File: src/design/isb_pkg.sv
// Shared types and codes for the interval signal binning block.
// Used by isb_ctrl, isb_datapath and the top level; depends on nothing.
`timescale 1ns / 1ps

package isb_pkg;

    // Item kinds on the input channel
    localparam logic [1:0] KIND_OPEN     = 2'd0;
    localparam logic [1:0] KIND_INTERVAL = 2'd1;
    localparam logic [1:0] KIND_READ     = 2'd2;

    // Result status codes
    localparam logic [2:0] ST_OPENED  = 3'd0;
    localparam logic [2:0] ST_ADDED   = 3'd1;
    localparam logic [2:0] ST_DROPPED = 3'd2;
    localparam logic [2:0] ST_RESEND  = 3'd3;
    localparam logic [2:0] ST_READ    = 3'd4;
    localparam logic [2:0] ST_BAD     = 3'd5;

    typedef enum logic [2:0] {
        S_IDLE,
        S_OPEN,
        S_CLEAR,
        S_CLASSIFY,
        S_SPAN,
        S_ADD,
        S_READ,
        S_RESULT
    } t_state;

    // Controller to datapath
    typedef struct packed {
        logic capture;     // latch the accepted input beat
        logic open_peak;   // load peak registers, arm the clearing sweep
        logic clear_step;  // zero one bin
        logic classify;    // compare interval with peak
        logic span;        // work out first bin and bin count
        logic add_read;    // read one bin for read-modify-write
        logic read_bin;    // read the requested bin
        logic result;      // load the output register
    } t_cmd;

    // Datapath to controller
    typedef struct packed {
        logic left_zero;   // sweep / add counter exhausted
        logic out_busy;    // output register holds a beat not yet taken
    } t_stat;

endpackage

File: src/design/isb_ctrl.sv
// Controller for the interval signal binning block: sequences one item at a time.
// Depends on isb_pkg.
`timescale 1ns / 1ps

module isb_ctrl (
    input  logic              i_clk,
    input  logic              i_rst_n,
    input  logic              i_valid,
    input  logic [1:0]        i_kind,
    input  isb_pkg::t_stat    i_stat,
    output isb_pkg::t_cmd     o_cmd,
    output logic              o_stall
);

    isb_pkg::t_state r_state;
    isb_pkg::t_state n_state;

    always_ff @(posedge i_clk) begin
        if (!i_rst_n) begin
            r_state <= isb_pkg::S_IDLE;
        end else begin
            r_state <= n_state;
        end
    end

    always_comb begin
        n_state = r_state;
        case (r_state)
            isb_pkg::S_IDLE: begin
                if (i_valid) begin
                    case (i_kind)
                        isb_pkg::KIND_OPEN:     n_state = isb_pkg::S_OPEN;
                        isb_pkg::KIND_INTERVAL: n_state = isb_pkg::S_CLASSIFY;
                        isb_pkg::KIND_READ:     n_state = isb_pkg::S_READ;
                        default:                n_state = isb_pkg::S_RESULT;
                    endcase
                end
            end
            isb_pkg::S_OPEN:     n_state = isb_pkg::S_CLEAR;
            isb_pkg::S_CLEAR: begin
                if (i_stat.left_zero) begin
                    n_state = isb_pkg::S_RESULT;
                end
            end
            isb_pkg::S_CLASSIFY: n_state = isb_pkg::S_SPAN;
            isb_pkg::S_SPAN:     n_state = isb_pkg::S_ADD;
            isb_pkg::S_ADD: begin
                // last write-back lands on the edge that leaves this state
                if (i_stat.left_zero) begin
                    n_state = isb_pkg::S_RESULT;
                end
            end
            isb_pkg::S_READ:     n_state = isb_pkg::S_RESULT;
            isb_pkg::S_RESULT: begin
                if (!i_stat.out_busy) begin
                    n_state = isb_pkg::S_IDLE;
                end
            end
            default:             n_state = isb_pkg::S_IDLE;
        endcase
    end

    always_comb begin
        o_cmd   = '0;
        o_stall = 1'b1;
        case (r_state)
            isb_pkg::S_IDLE: begin
                o_stall       = 1'b0;
                o_cmd.capture = i_valid;
            end
            isb_pkg::S_OPEN:     o_cmd.open_peak  = 1'b1;
            isb_pkg::S_CLEAR:    o_cmd.clear_step = !i_stat.left_zero;
            isb_pkg::S_CLASSIFY: o_cmd.classify   = 1'b1;
            isb_pkg::S_SPAN:     o_cmd.span       = 1'b1;
            isb_pkg::S_ADD:      o_cmd.add_read   = !i_stat.left_zero;
            isb_pkg::S_READ:     o_cmd.read_bin   = 1'b1;
            isb_pkg::S_RESULT:   o_cmd.result     = !i_stat.out_busy;
            default:             o_cmd            = '0;
        endcase
    end

endmodule

File: config.mk
export PLATFORM = sky130hd
export DESIGN_NAME = isb_ctrl
export DESIGN_NICKNAME = d
export VERILOG_FILES = /design/src/design/isb_pkg.sv /design/src/design/isb_ctrl.sv
export SDC_FILE = /design/constraint.sdc
export NUM_CORES = 1
export LEC_CHECK = 0
export BUFFER_PORTS_ARGS = -buffer_cell sky130_fd_sc_hd__buf_2
export CAP_MARGIN = 25
export CORE_AREA = 2 2 39 41
export DETAILED_ROUTE_END_ITERATION = 8
export DIE_AREA = 0 0 41 43
export GPL_TIMING_DRIVEN = 0
export MAX_ROUTING_LAYER = met4
export PLACE_DENSITY = 0.57
export SKIP_LAST_GASP = 1
export SLEW_MARGIN = 30
export SYNTH_ARGS = -nofsm -noshare
export SYNTH_HDL_FRONTEND = slang
export SYNTH_SLANG_ARGS = --single-unit
File: constraint.sdc
create_clock -name i_clk -period 2.42 [get_ports i_clk]
set_clock_uncertainty 0.2 [all_clocks]
set_input_delay 0.484 -clock i_clk [delete_from_list [all_inputs] [get_ports i_clk]]
set_output_delay 0.484 -clock i_clk [all_outputs]
set_load 0.02 [all_outputs]
==> flow_metrics.py, run 1 <==
metrics = {
    "cts": {
        "clock_insertion_delay_worst_skew_ns": 0.23,
        "cts_hold_buf": 0,
        "max-clock-path-buffers": 2,
        "cts_tree": "done",
        "post_cts_resized": 0,
        "cts_root_buf": "sky130_fd_sc_hd__clkbuf_4",
        "cts_htree_levels": 1,
        "clk_pin_slew_worst_paths_ns": 0.04,
        "post-cts-setup-buffer-count": 0,
        "cts-buffers-inserted": 3,
        "clkSinkCount": 3,
    },
    "setup_path": {
        "ff2ff_path_depth": 5,
        "worst-endpoint-arrival_ns": 1.23,
        "timing.rr.start": "r_state[1]$_SDFFE_PN0P_",
        "crit_reg_reg_endpoint": "r_state[0]$_SDFFE_PN0P_",
        "worstSetupPathType": "reg2out",
        "worstSetupEndpoint": "o_cmd[2]",
        "critPathMaxFanout": 10,
        "setup.worst_path.start": "r_state[1]$_SDFFE_PN0P_",
        "startpoint_type": "flip-flop",
        "critPathRequiredTime_ns": 1.74,
        "timing.reg2reg.setup_slack_ns": 0.97,
        "critical_path.endpoint_type": "output pin",
    },
    "route": {
        "route.antenna.remaining_nets": 0,
        "route.vias.total": 333,
        "routed_wirelength_um": 685,
        "routed_length_per_instance_um": 9.514,
        "detailedRoute.firstPassIterationCount": 4,
        "detail_route.iter0.violations": 6,
        "dr_drc_count": 0,
        "detailed_route_vias_per_instance": 4.625,
    },
    "cells_and_area": {
        "final_layout_size_suffix_gt1_share_pct": 44.64,
        "multi_input_area_sq_um": 193.9,
        "registers.top_by_ff_count": "r_state",
        "area.sequential_sq_um": 60.06,
        "largest_reg_flops": 3,
        "biggestRegsByFlops": "r_state: 3 flops",
        "num-fill-cells": 162,
        "diodes": 0,
        "layout-area-overhead-vs-synth_pct": 41.99,
        "nets": 64,
    },
    "floorplanning": {
        "core_area_sq_um": 1384,
        "die_w_um": 41,
        "fp.dieArea_sq_um": 1763,
        "std_cell_rows": 14,
        "chip_height_um": 43,
        "start_util_pct": 20.89,
        "ioPinCount": 16,
    },
    "logic_synthesis": {
        "synth-seq-area-share_pct": 20.78,
        "yosys.area.top_type_share_pct": 20.78,
        "netlist.top_cell.by_area": "sky130_fd_sc_hd__dfxtp_1",
        "mappedNetlistNets": 44,
        "yosys-top-cells-area": "sky130_fd_sc_hd__dfxtp_1 21%, sky130_fd_sc_hd__nor2_1 7.8%, sky130_fd_sc_hd__a21oi_1 5.2%, sky130_fd_sc_hd__buf_4 5.2%, sky130_fd_sc_hd__nand2_1 5.2%",
        "number_of_standard_cells_after_synthesis": 37,
        "synth_cell_types": 23,
        "post_synth_instance_area_sq_um": 289.0,
        "yosys_warnings": 0,
        "synth_seq_cells": 3,
        "synth.avg_cell_area_sq_um": 7.812,
    },
    "timing": {
        "slew_headroom_pct": 84.42,
        "setup_viol_count_final": 0,
        "period_minus_slack_ns": 1.918,
        "fin_tns_setup_ns": 0,
        "final_cycle_share_pct": 79.26,
        "max_freq_ghz": 0.5213,
        "tightestPinTransition_ns": 0.2301,
        "finalMaxSlewViolations": 0,
        "grt_setup_unrepaired": "false",
        "hold_violations": 0,
    },
    "power_and_ir_drop": {
        "totalPowerFinal_mw": 0.5373,
        "vdd_ir_drop_max_uv": 447.0,
        "power.density_cell_area_nw_per_um2": 1309,
        "power.static_leakage_nw": 0.2137,
    },
    "global_route": {
        "grt_max_degree": 11,
        "grt_pass1_vias": 271,
        "global_route.overflow_total": 0,
        "antenna_found_initial": 0,
        "grt_first_pass_wirelength_um": 1131,
        "groute.usage.overall_pct": 10.15,
    },
    "placement": {
        "port_buffers": 15,
        "hpwl_um": 528.6,
        "globalplace.congestion": 0.7148,
    },
    "min_path": {
        "worst_hold_path_type": "in2reg",
    },
    "run_status": {
        "run_status": "completed",
    },
    "run": {
        "max_cap_violations": 0,
    },
}
## synth_stat cells
library cell                number
sky130_fd_sc_hd__nor2_1          6
sky130_fd_sc_hd__nand2_1         4
sky130_fd_sc_hd__a21oi_1         3
sky130_fd_sc_hd__dfxtp_1         3
sky130_fd_sc_hd__buf_4           2
sky130_fd_sc_hd__nor3b_1         2
sky130_fd_sc_hd__a21o_1          1
sky130_fd_sc_hd__and2b_4         1
sky130_fd_sc_hd__and3_1          1
sky130_fd_sc_hd__and3b_1         1
sky130_fd_sc_hd__buf_6           1
sky130_fd_sc_hd__inv_6           1
sky130_fd_sc_hd__mux2i_1         1
sky130_fd_sc_hd__nand2_2         1
sky130_fd_sc_hd__nor2b_1         1
sky130_fd_sc_hd__nor3_1          1
sky130_fd_sc_hd__nor4_1          1
sky130_fd_sc_hd__o2111ai_2       1
sky130_fd_sc_hd__o211a_1         1
sky130_fd_sc_hd__o311a_1         1
sky130_fd_sc_hd__o311ai_1        1
sky130_fd_sc_hd__or2b_1          1
sky130_fd_sc_hd__xnor2_1         1
## metal layers
metal  vias up  GRT usage [%]  wire, um
li1        168              -         -
met2        10          12.50       301
met1       151          12.10       324
met4         0          8.000        28
met3         4          4.712        31
met5         -              -         0
## kinds of logic after synthesis
| kind of cell | share of synthesized area, % |
|---|---|
| AO/OA/AOI/OAI | 22.94 |
| XOR/XNOR | 3.031 |
| buffers and inverters | 12.12 |
| flip-flops | 20.78 |
| multiplexers | 3.463 |
| AND/OR/NAND/NOR | 37.66 |
## worst min path at each step
| stage | from | endpoint | slack, ns | depth (start not counted) |
|---|---|---|---|---|
| 2_1_floorplan | r_state[1]$_SDFFE_PN0P_ | r_state[1]$_SDFFE_PN0P_ | 0.38 | 3 |
| 3_3_place_gp | r_state[1]$_SDFFE_PN0P_ | r_state[1]$_SDFFE_PN0P_ | 0.41 | 3 |
| 3_5_place_dp | r_state[1]$_SDFFE_PN0P_ | r_state[1]$_SDFFE_PN0P_ | 0.41 | 3 |
| 4_1_cts | i_rst_n | r_state[0]$_SDFFE_PN0P_ | 0.31 | 2 |
| 5_1_grt | i_rst_n | r_state[0]$_SDFFE_PN0P_ | 0.32 | 2 |
| 6_report | i_rst_n | r_state[0]$_SDFFE_PN0P_ | 0.32 | 2 |
## metrics by stage
step                cell area (sq um)  utilization (%)  std cells  hold slack, ns  setup WS [ns]
CTS                             410.4            29.66         72          0.3134         0.4949
floorplan                       289.0                -         37          0.3807         0.5287
detailed placement              384.1            27.76         68          0.4127         0.7458
global route                    410.4            29.66         72          0.3184         0.4259
finish                          410.4            29.66         72          0.3157         0.5018
global placement                384.1            27.76         68          0.4087         0.7469
## cell type report
class	instances	share of cell area (%)
Clock buffer	4	6.402
Buffer	3	6.402
Multi-Input combinational cell	30	47.26
Inverter	1	2.134
Timing Repair Buffer	15	18.29
Tap cell	16	4.878
Sequential cell	3	14.63
## where the power goes
part	leakage (nW)	switching, mW	internal (mW)
sequential	0.0251	0.0124	0.0723
clock	0.0150	0.0257	0.0618
combinational	0.174	0.215	0.150
## cells in the final DEF, fill, tap and decap left out
| master | count |
|---|---|
| sky130_fd_sc_hd__nor4_1 | 1 |
| sky130_fd_sc_hd__nor2b_1 | 1 |
| sky130_fd_sc_hd__nor3b_1 | 2 |
| sky130_fd_sc_hd__a21o_1 | 1 |
| sky130_fd_sc_hd__nand2_2 | 1 |
| sky130_fd_sc_hd__o311ai_1 | 1 |
| sky130_fd_sc_hd__buf_6 | 1 |
| sky130_fd_sc_hd__or2b_1 | 1 |
| sky130_fd_sc_hd__mux2i_1 | 1 |
| sky130_fd_sc_hd__xnor2_1 | 1 |
| sky130_fd_sc_hd__o2111ai_2 | 1 |
| sky130_fd_sc_hd__buf_2 | 15 |
| sky130_fd_sc_hd__o211a_1 | 1 |
| sky130_fd_sc_hd__nor3_1 | 1 |
| sky130_fd_sc_hd__and3b_1 | 1 |
| sky130_fd_sc_hd__nand2_1 | 4 |
| sky130_fd_sc_hd__and3_1 | 1 |
| sky130_fd_sc_hd__a21oi_1 | 3 |
| sky130_fd_sc_hd__clkbuf_1 | 1 |
| sky130_fd_sc_hd__dfxtp_1 | 3 |
| sky130_fd_sc_hd__and2b_4 | 1 |
| sky130_fd_sc_hd__o311a_1 | 1 |
| sky130_fd_sc_hd__clkbuf_4 | 3 |
| sky130_fd_sc_hd__buf_4 | 2 |
| sky130_fd_sc_hd__nor2_1 | 6 |
| sky130_fd_sc_hd__inv_6 | 1 |
## worst max-delay path: stages, from the launching register on
cell and delay (ns):
sky130_fd_sc_hd__dfxtp_1 0.30, sky130_fd_sc_hd__buf_6 0.14, sky130_fd_sc_hd__and2b_4 0.26, sky130_fd_sc_hd__and3b_1 0.14, sky130_fd_sc_hd__buf_2 0.15
(Power assumes the default switching activity.)
==> inputs of run 2 (changes only) <==
--- a/config.mk
+++ b/config.mk
@@ -5,6 +5,7 @@
 export SDC_FILE = /design/constraint.sdc
 export NUM_CORES = 1
 export LEC_CHECK = 0
+export ABC_AREA = 1
 export BUFFER_PORTS_ARGS = -buffer_cell sky130_fd_sc_hd__buf_2
 export CAP_MARGIN = 25
 export CORE_AREA = 2 2 39 41
@@ -12,7 +13,7 @@
 export DIE_AREA = 0 0 41 43
 export GPL_TIMING_DRIVEN = 0
 export MAX_ROUTING_LAYER = met4
-export PLACE_DENSITY = 0.57
+export PLACE_DENSITY = 0.59
 export SKIP_LAST_GASP = 1
 export SLEW_MARGIN = 30
 export SYNTH_ARGS = -nofsm -noshare
==> constraint.sdc (replaced) <==
create_clock -name i_clk -period 1.5 [get_ports i_clk]
set_clock_uncertainty 0.2 [all_clocks]
set_input_delay 0.3 -clock i_clk [delete_from_list [all_inputs] [get_ports i_clk]]
set_output_delay 0.3 -clock i_clk [all_outputs]
set_load 0.02 [all_outputs]
==> run 2 against run 1 <==
  * The run now ends with negative setup slack left
  * Register-to-register slack worse by 0.83 ns
  * Worst setup slack worse by 0.54 ns
  * Final cell count is 32% higher
  * Area after synthesis is 3.0% higher
  * Total power is 110% higher
  * Count of clock-buffer cells in the layout stayed put
  * Final area is 31% higher
  * Die area stayed put
  * Routed wire length is 18% higher
  * Hold slack worse by 0.19 ns
  * Critical path depth stayed put
  * Highest routed layer unchanged
==> flow_metrics.py, run 2 <==
metrics = {
    "setup_path": {
        "worstSetupEndpoint": "o_cmd[7]",
        "setup.worst_path.start": "r_state[1]$_SDFFE_PN0P_",
        "worst-endpoint-arrival_ns": 1.04,
        "ff2ff_path_depth": 9,
        "critPathMaxFanout": 5,
        "critical_path.endpoint_type": "output pin",
        "startpoint_type": "flip-flop",
        "critPathRequiredTime_ns": 1.00,
        "worstSetupPathType": "reg2out",
        "timing.rr.start": "r_state[1]$_SDFFE_PN0P_",
        "crit_reg_reg_endpoint": "r_state[2]$_SDFFE_PN0P_",
        "timing.reg2reg.setup_slack_ns": 0.14,
    },
    "route": {
        "route.antenna.remaining_nets": 0,
        "routed_length_per_instance_um": 8.537,
        "route.vias.total": 411,
        "detailedRoute.firstPassIterationCount": 2,
        "detail_route.iter0.violations": 1,
        "detailed_route_vias_per_instance": 4.326,
        "dr_drc_count": 0,
        "routed_wirelength_um": 811,
    },
    "timing": {
        "hold_violations": 0,
        "max_freq_ghz": 0.6487,
        "period_minus_slack_ns": 1.542,
        "layout_setup_ws_ns": -0.04162,
        "finalMaxSlewViolations": 0,
        "worst_case_hold_slack_ns": 0.1240,
        "setup_viol_count_final": 4,
        "final_cycle_share_pct": 102.8,
        "grt_setup_unrepaired": "true",
        "tightestPinTransition_ns": 0.1485,
        "slew_headroom_pct": 90.00,
    },
    "global_route": {
        "grt_max_degree": 8,
        "antenna_found_initial": 0,
        "global_route.overflow_total": 0,
        "groute.usage.overall_pct": 12.13,
        "grt_pass1_vias": 379,
        "grt_first_pass_wirelength_um": 1400,
    },
    "cells_and_area": {
        "num-fill-cells": 140,
        "final_layout_size_suffix_gt1_share_pct": 64.56,
        "layout-area-overhead-vs-synth_pct": 80.25,
        "nets": 87,
        "finalInstanceArea_sq_um": 536.8,
        "registers.top_by_ff_count": "r_state",
        "stdcell_count": 95,
        "most-common-layout-cells": "10 x sky130_fd_sc_hd__nand2_1, 10 x sky130_fd_sc_hd__buf_4, 8 x sky130_fd_sc_hd__nor2_1, 7 x sky130_fd_sc_hd__buf_2",
        "multi_input_area_sq_um": 226.5,
        "area.sequential_sq_um": 71.32,
        "util_after_layout_pct": 38.79,
        "biggestRegsByFlops": "r_state: 3 flops",
        "diodes": 0,
        "largest_reg_flops": 3,
    },
    "run_status": {
        "run_status": "finished, violations left",
        "failing_checks": "negative setup slack",
    },
    "placement": {
        "dp.cells": 86,
        "hpwl_um": 578.1,
        "globalplace.congestion": 0.7036,
        "port_buffers": 15,
        "placed_cell_area_sq_um": 400.4,
    },
    "logic_synthesis": {
        "synth.avg_cell_area_sq_um": 5.414,
        "ys_top_cells_by_count": "12 x sky130_fd_sc_hd__nand2_1, 10 x sky130_fd_sc_hd__nor2_1, 6 x sky130_fd_sc_hd__inv_1, 6 x sky130_fd_sc_hd__nor2_2, 5 x sky130_fd_sc_hd__inv_2",
        "synthMostInstantiatedCell": "sky130_fd_sc_hd__nand2_1",
        "synth-seq-area-share_pct": 20.17,
        "netlist.top_cell.by_area": "sky130_fd_sc_hd__dfxtp_1",
        "synth_edf_count": 0,
        "yosys-top-cells-area": "sky130_fd_sc_hd__dfxtp_1 20%, sky130_fd_sc_hd__nand2_1 15%, sky130_fd_sc_hd__nor2_1 13%, sky130_fd_sc_hd__nor2_2 13%, sky130_fd_sc_hd__nand2_2 8.4%",
        "number_of_standard_cells_after_synthesis": 55,
        "yosys_warnings": 0,
        "synth_cell_types": 13,
        "post_synth_instance_area_sq_um": 297.8,
        "yosys.area.top_type_share_pct": 20.17,
        "ys.flop_type": "sky130_fd_sc_hd__dfxtp_1",
        "mappedNetlistNets": 62,
        "synth_seq_cells": 3,
        "async_reset_ff_share_pct": 0,
    },
    "cts": {
        "cts_root_buf": "sky130_fd_sc_hd__clkbuf_4",
        "clkSinkCount": 3,
        "max-clock-path-buffers": 2,
        "cts-buffers-inserted": 3,
        "clk_pin_slew_worst_paths_ns": 0.04,
        "cts_htree_levels": 1,
        "cts_tree": "done",
        "cts_hold_buf": 0,
        "clock_insertion_delay_worst_skew_ns": 0.23,
    },
    "power_and_ir_drop": {
        "total_switching_power_mw": 0.5840,
        "totalPowerFinal_mw": 1.148,
        "vdd_ir_drop_max_uv": 713.6,
        "power.static_leakage_nw": 0.2948,
        "cell_internal_pwr_mw": 0.5643,
        "power.share.clock_pct": 11.9,
        "power.share.combinational_pct": 67.8,
        "share_seq_of_total_power_pct": 20.3,
        "switching_share_pct": 50.86,
        "power.density_cell_area_nw_per_um2": 2139,
    },
    "run": {
        "max_cap_violations": 0,
    },
    "min_path": {
        "whs_path_depth": 3,
        "worst_hold_path_type": "in2reg",
    },
    "floorplanning": {
        "ioPinCount": 16,
        "std_cell_rows": 14,
        "chip_height_um": 43,
        "fp.dieArea_sq_um": 1763,
        "start_util_pct": 21.52,
        "die_w_um": 41,
        "core_area_sq_um": 1384,
    },
}
-- run 2: changes by cell type after synthesis, moves of 2 or more --
cell and change:
sky130_fd_sc_hd__nor2_2 +6, sky130_fd_sc_hd__nand2_2 +3, sky130_fd_sc_hd__nand3_1 +2, sky130_fd_sc_hd__inv_1 +6, sky130_fd_sc_hd__o21ai_1 +2, sky130_fd_sc_hd__nor3b_1 -2, sky130_fd_sc_hd__buf_4 -2, sky130_fd_sc_hd__nand2_1 +8
sky130_fd_sc_hd__a21oi_1 -3, sky130_fd_sc_hd__inv_2 +5, sky130_fd_sc_hd__nor2_1 +4
-- run 2: kinds of logic (layout without fill, tap and decap cells) --
kind of cell	count (synthesis)	count (layout)	synth area share (%)
buf+inv	11	35	13.87
flops	3	3	20.17
compound gates	3	3	5.041
simple gates	38	38	60.93
-- run 2: repair_timing --
item	in CTS	in global routing
gates resized for setup	23	6
endpoints found under the setup margin	9	9
setup buffers	5	0
hold endpoints to repair	0	0
pin swaps	3	2
-- run 2: layout make-up --
class,count,share of cell area [%]
clock buffers,4,4.895
inverters,11,9.091
multi-input cells,41,42.19
flip-flops and latches,3,13.29
well taps,16,3.730
repair buffers,20,26.81
-- run 2: worst min-delay path by stage --
stage / startpoint / slack, ns / to
after floorplan: i_rst_n / 0.23 / r_state[1]$_SDFFE_PN0P_
after global placement: i_rst_n / 0.35 / r_state[1]$_SDFFE_PN0P_
after detailed placement: i_rst_n / 0.35 / r_state[1]$_SDFFE_PN0P_
after CTS: i_rst_n / 0.11 / r_state[1]$_SDFFE_PN0P_
after global routing: i_rst_n / 0.12 / r_state[1]$_SDFFE_PN0P_
final: i_rst_n / 0.12 / r_state[1]$_SDFFE_PN0P_
-- run 2: power groups by stage --
stage               combinational, mW  sequential [mW]  clock [mW]
finish                          0.778            0.233       0.137
global route                    0.865            0.239       0.154
CTS                             0.738            0.224       0.147
detailed placement              0.594            0.185           0
global placement                0.598            0.184           0
floorplan                       0.467            0.169           0
-- run 2: critical path, cell delays in order, from the launching register on --
cell and delay [ns]:
sky130_fd_sc_hd__dfxtp_4 0.36, sky130_fd_sc_hd__nor2_4 0.15, sky130_fd_sc_hd__nand2_2 0.09, sky130_fd_sc_hd__nor2_2 0.09, sky130_fd_sc_hd__buf_6 0.12
-- run 2: layer usage --
layer  track usage (%)  routed length, um  vias up
met5                 -                  0        -
met4             4.000                  6        0
met3             6.283                 46        2
met2             20.31                453        8
met1             11.22                305      184
li1                  -                  -      217
-- run 2: through the flow --
stage	TNS, ns	worst slack (ns)
after floorplan	0	0.02329
after global placement	0	0.04833
after detailed placement	0	0.06507
after CTS	-0.07287	-0.03893
after global routing	-0.4797	-0.1110
final	-0.07709	-0.04162
